[config.mk]
export PLATFORM = sky130hd
export DESIGN_NAME = vrp_ram
export DESIGN_NICKNAME = d
export VERILOG_FILES = /design/src/vrp_pkg.sv /design/src/vrp_ram.sv
export SDC_FILE = /design/constraint.sdc
export NUM_CORES = 2
export LEC_CHECK = 0
export BUFFER_PORTS_ARGS = -buffer_cell sky130_fd_sc_hd__buf_4
export CORE_MARGIN = 2
export CORE_UTILIZATION = 37
export DETAILED_ROUTE_END_ITERATION = 16
export PLACE_DENSITY = 0.55
export SETUP_SLACK_MARGIN = 0.3
export SLEW_MARGIN = 5
export SYNTH_ARGS = -nofsm -noshare
export SYNTH_HDL_FRONTEND = slang
export SYNTH_SLANG_ARGS = --single-unit
export TNS_END_PERCENT = 5
[constraint.sdc]
create_clock -name clk_i -period 5.2 [get_ports clk_i]
set_clock_uncertainty 0.1 [all_clocks]
set_input_delay 0.78 -clock clk_i [delete_from_list [all_inputs] [get_ports clk_i]]
set_output_delay 0.78 -clock clk_i [all_outputs]
set_load 0.005 [all_outputs]
[src/vrp_pkg.sv]
`timescale 1ns / 1ps

package vrp_pkg;

  // Access kinds
  localparam logic [1:0] ACT_READ   = 2'd0;
  localparam logic [1:0] ACT_WRITE  = 2'd1;
  localparam logic [1:0] ACT_STATUS = 2'd2;

  // Register numbers, offset from the register base
  localparam logic [2:0] REG_CTRL     = 3'd0;
  localparam logic [2:0] REG_MASK     = 3'd1;
  localparam logic [2:0] REG_STATUS   = 3'd2;
  localparam logic [2:0] REG_OAM_ADDR = 3'd3;
  localparam logic [2:0] REG_OAM_DATA = 3'd4;
  localparam logic [2:0] REG_SCROLL   = 3'd5;
  localparam logic [2:0] REG_ADDR     = 3'd6;
  localparam logic [2:0] REG_DATA     = 3'd7;

  localparam int unsigned SPRITE_BYTES    = 256;
  localparam int unsigned NAMETABLE_BYTES = 1024;
  localparam int unsigned PATTERN_BYTES   = 8192;
  localparam int unsigned PALETTE_BYTES   = 32;
  localparam int unsigned NT_SPAN         = 4 * NAMETABLE_BYTES;
  localparam int unsigned NT_AW           = $clog2(NT_SPAN);
  localparam int unsigned PAL_AW          = $clog2(PALETTE_BYTES);

  // Packed video memory: pattern, then name tables, then palette
  localparam int unsigned VRAM_NT_BASE  = PATTERN_BYTES;
  localparam int unsigned VRAM_PAL_BASE = PATTERN_BYTES + NT_SPAN;
  localparam int unsigned VRAM_DEPTH    = VRAM_PAL_BASE + PALETTE_BYTES;
  localparam int unsigned VRAM_AW       = $clog2(VRAM_DEPTH);

  // Bus address map of video memory
  localparam logic [15:0] BUS_NT_LO  = 16'h2000;
  localparam logic [15:0] BUS_NT_HI  = 16'h3000;
  localparam logic [15:0] BUS_PAL_LO = 16'h3F00;
  localparam logic [15:0] BUS_PAL_HI = 16'h3F20;

  localparam logic [15:0] STEP_NARROW = 16'd1;
  localparam logic [15:0] STEP_WIDE   = 16'd32;

  localparam logic [7:0] STATUS_KEEP = 8'h7F;

  typedef struct packed {
    logic               hit;
    logic [VRAM_AW-1:0] idx;
  } vmap_t;

  // Map a bus address onto the packed video memory
  function automatic vmap_t vram_map(input logic [15:0] a);
    vmap_t m;
    m.hit = 1'b0;
    m.idx = '0;
    if (a < BUS_NT_LO) begin
      m.hit = 1'b1;
      m.idx = VRAM_AW'(a);
    end else if (a < BUS_NT_HI) begin
      m.hit = 1'b1;
      m.idx = VRAM_AW'(VRAM_NT_BASE) + VRAM_AW'(a[NT_AW-1:0]);
    end else if (a >= BUS_PAL_LO && a < BUS_PAL_HI) begin
      m.hit = 1'b1;
      m.idx = VRAM_AW'(VRAM_PAL_BASE) + VRAM_AW'(a[PAL_AW-1:0]);
    end
    return m;
  endfunction

endpackage

[src/vrp_ram.sv]
`timescale 1ns / 1ps

module vrp_ram #(
  parameter int unsigned WIDTH = 8,
  parameter int unsigned DEPTH = vrp_pkg::SPRITE_BYTES
) (
  input  logic                     clk_i,
  input  logic                     we_i,
  input  logic [$clog2(DEPTH)-1:0] waddr_i,
  input  logic [WIDTH-1:0]         wdata_i,
  input  logic                     re_i,
  input  logic [$clog2(DEPTH)-1:0] raddr_i,
  output logic [WIDTH-1:0]         rdata_o
);

  logic [WIDTH-1:0] mem_q [DEPTH];
  logic [WIDTH-1:0] rdata_q;

  always_ff @(posedge clk_i) begin
    if (we_i) begin
      mem_q[waddr_i] <= wdata_i;
    end
    if (re_i) begin
      rdata_q <= mem_q[raddr_i];
    end
  end

  assign rdata_o = rdata_q;

endmodule

# After elaboration in Yosys (flattened, before gate mapping)
# Memory sizes are Yosys's and may differ from the RTL's. A register that Yosys moved wholly into a read port is not among the register bits.
# Index checks and enable logic that the tools add are counted.
[classes] n_mux=2
[op_table] op="$mux W1" n=2
[totals] ff_bits=0 mem_bits_rw=2048 inputBits=27 out_inout_bits=8 word_cells=3 memories=1
[mem_list] name="mem_q" words=256 width=8 rd=1 rd_clocked_by_memory_dff=1 write_ports=1 line_no="vrp_ram.sv:16" text="logic [WIDTH-1:0] mem_q [DEPTH];"

# Depth between registers and ports, before layout
[depth] depth_word=2 ltp_mapped=11 mapped_depth_nobuf=6

# Worst setup path before layout
# Ideal clock, no wire load.
[synth_timing] kind="input port to flip-flop" startpoint="input port raddr_i[0]" endpoint="register rdata_q[2] (netlist: rdata_o[2]) (read register of mem_q) (data pin)" setup_time_ps=269 t_arrival_ps=2587 required_time_ps=4831 slack_ps=2244 stages=9 path_buffers=4 cell_sequence="buf_6 buf_12 buf_8 buf_2 mux4_2 a22oi_1 a21oi_1 nor4_1 nor4_2"
[synth_lines] item="start: declaration" line_no="vrp_ram.sv:12" text="input logic [$clog2(DEPTH)-1:0] raddr_i,"
[synth_lines] item="end: declaration" line_no="vrp_ram.sv:17" text="logic [WIDTH-1:0] rdata_q;"

==> metrics.yaml <==
run_status:
  status: "finished clean"
grt:
  grt_overflow_total: 0
  grt_pass1_vias: 39210
  grt_pass1_wl_um: 294800
  track_usage: 0.1889
  grt_max_degree: 154
  antenna_found_initial: 14
sta:
  drv_slew: 0
  tns_ns: 0
  whs_ns: 0.2602
  rsz0062_at_grt: "no"
  finalSetupViolCount: 0
  hold_viol_final: 0
  min_period_over_period: 0.7251
  clock.fmax_mhz: 265.2
  slew_headroom: 0.2065
  worstMarginPinSlew_ns: 1.190
  min_period_ns: 3.771
  fin_ws_ns: 1.429
synthesis:
  synth_edf_count: 2056
  syn_area_per_cell_um2: 21.33
  syn-num-nets: 3760
  synth_cell_types: 54
  seq_area_frac_synth: 0.7753
  synth_area_um2: 79640
  syn-instance-count: 3733
  ys_warn_count: 0
  ys_seq_elements: 2056
  async_flop_share: 0
  ys.flop_type: "edfxtp_1"
critical_path:
  reg2reg_slack_ns: 1.56
  reg2reg_depth: 6
  r2r_start: "mem_q[83][3]"
  arrival_ns: 4.21
  crit_path_start: "raddr_i[1]"
  cp.required_ns: 5.64
  crit_end: "rdata_o[3]"
  cpPeakStageDelay_ns: 0.91
  crit_slowest_cell: "nor3_1"
  critPathLaunchType: "primary input"
  r2r-end: "rdata_o[3]"
  crit_fanout: 76
  crit_path_end_kind: "flip-flop"
  crit_chain: "buf_8 -> mux4_2 -> a22o_1 -> a221oi_1 -> o32ai_1 -> nor3_1 -> nor4_1"
  critical_path_class: "primary input to flip-flop"
placement:
  hpwl_um: 124900
  place_area_um2: 83430
  dp.cells: 6514
  dp_slack_ns: 0.6452
  gp_congestion: 0.8139
  io_buffers: 34
drt:
  drtAntennaViolNets: 0
  routed_via_density: 5.594
  drc: 0
  drtIter0Drc: 4568
  dr.pass1.iters: 6
  wl_per_cell_um: 30.11
  vias: 38640
  totalWireLength_um: 207900
clock_network:
  post_cts_buffers: 0
  cts_tree: "built"
  clk_transition_reported_paths_ns: 0.07
  cts_buffer_depth: 3
  clk_latency_ns: 0.86
  cts_inserted_buffers: 210
  post_cts_resize_count: 0
  cts.sinks: 2056
  htree_levels: 4
  ctsHoldBuffers: 0
  root_buffer: "clkbuf_16"
layout:
  drive_above_1_share: 0.2290
  utilization: 0.4206
  fin_nets: 3915
  syn_to_final_growth_pct: 13.13
  fin_area_um2: 90090
  fin_cells: 6907
flow_run:
  max_cap_violations: 0
floorplanning:
  die_w_um: 467.9
  core.rowCount: 170
  start_util: 0.3718
  die_area_um2: 219000
  coreArea_um2: 214200
  io_pins: 35
  fp.dieH_um: 467.9
power:
  p_leak_nw: 27.48
  finalPower_mw: 34.63
  ir_worst_vdd_mv: 0.2764
  power_density_nw_per_um2: 384.4
hold_path:
  hp-class: "primary input to flip-flop"
==> worst min path at each step <==
stage	from	end	cells past startpoint
3_3_place_gp	mem_q[32][5]	rdata_o[5]	6
6_report	re_i	rdata_o[0]	1
3_5_place_dp	mem_q[32][5]	rdata_o[5]	6
2_1_floorplan	mem_q[40][3]	rdata_o[3]	6
5_1_grt	re_i	rdata_o[2]	1
4_1_cts	re_i	rdata_o[2]	1
==> layout by cell type, fill, tap and decap left out, types with 13 or more instances in the layout <==
master,count
mux2i_1,134
clkinv_2,30
a22oi_1,133
edfxtp_1,2056
bufinv_16,14
buf_12,19
clkinv_1,58
mux4_2,454
a221oi_1,13
nand3_1,34
nor2b_1,28
buf_4,147
clkbuf_1,54
a211oi_1,16
o221ai_1,46
nor3_1,22
nand2_1,33
clkbuf_16,210
nor4_1,23
nor2_1,279
o22ai_1,28
a21oi_1,96
==> cell usage after synthesis (all sizes together), types with 6 or more instances <==
cell type  instances  share of area
buf              122          0.013
nor2b             31         0.0024
nand4             10        0.00079
mux2i            134          0.017
o211ai            10        0.00094
a22oi            133          0.013
nor2             282          0.013
mux4             456           0.13
a22o               8        0.00088
nor3              22         0.0014
nand2b             8        0.00063
a21oi             96         0.0060
nor4              27         0.0024
nand3             34         0.0021
a221oi            14         0.0016
clkbuf           111         0.0052
edfxtp          2056           0.78
o221ai            47         0.0052
and2               6        0.00047
a211oi            16         0.0015
o21ai             12        0.00075
nand2             33         0.0016
o22ai             28         0.0022
==> worst max-delay path, delay by kind of cell <==
| family | cells | cell delay [ns] |
|---|---|---|
| buffers and inverters | 1 | 0.56 |
| AND/OR/NAND/NOR | 2 | 1.06 |
| multiplexers | 1 | 0.41 |
| AO/OA/AOI/OAI | 3 | 1.34 |
==> state kept, by name, summed over array words and instances, names as in the netlist <==
register / flops
mem_q: 2048
rdata_o: 8
==> cells by family after synthesis <==
logic type      synth area share
flops                     0.7753
mux                       0.1460
simple gates             0.02625
compound gates           0.03416
buf+inv                  0.01829
==> power by group <==
part / internal, mW / switching (mW)
registers: 18.3 / 0.0269
logic: 0.573 / 1.11
clock network: 8.18 / 6.46
total: 27.0 / 7.59
==> layout make-up <==
| class | count | area [um^2] |
|---|---|---|
| fillers | 18430 | 124100 |
| flip-flops and latches | 2056 | 61740 |
| multi-input cells | 1442 | 16500 |
| clock buffers | 264 | 5458 |
| well taps | 2838 | 3551 |
| repair buffers | 176 | 1634 |
| clock inverters | 126 | 1194 |
| inverters | 2 | 7.507 |
| diodes | 3 | 7.507 |
==> metal layers <==
metal,global-route usage,share of wire,up-vias
met5,0,0.00013,-
met4,0.05054,0.027,4
met3,0.04411,0.079,299
met2,0.2995,0.48,1489
met1,0.2623,0.42,20790
li1,-,-,16060
No activity file was read; power rests on OpenSTA's default activity.
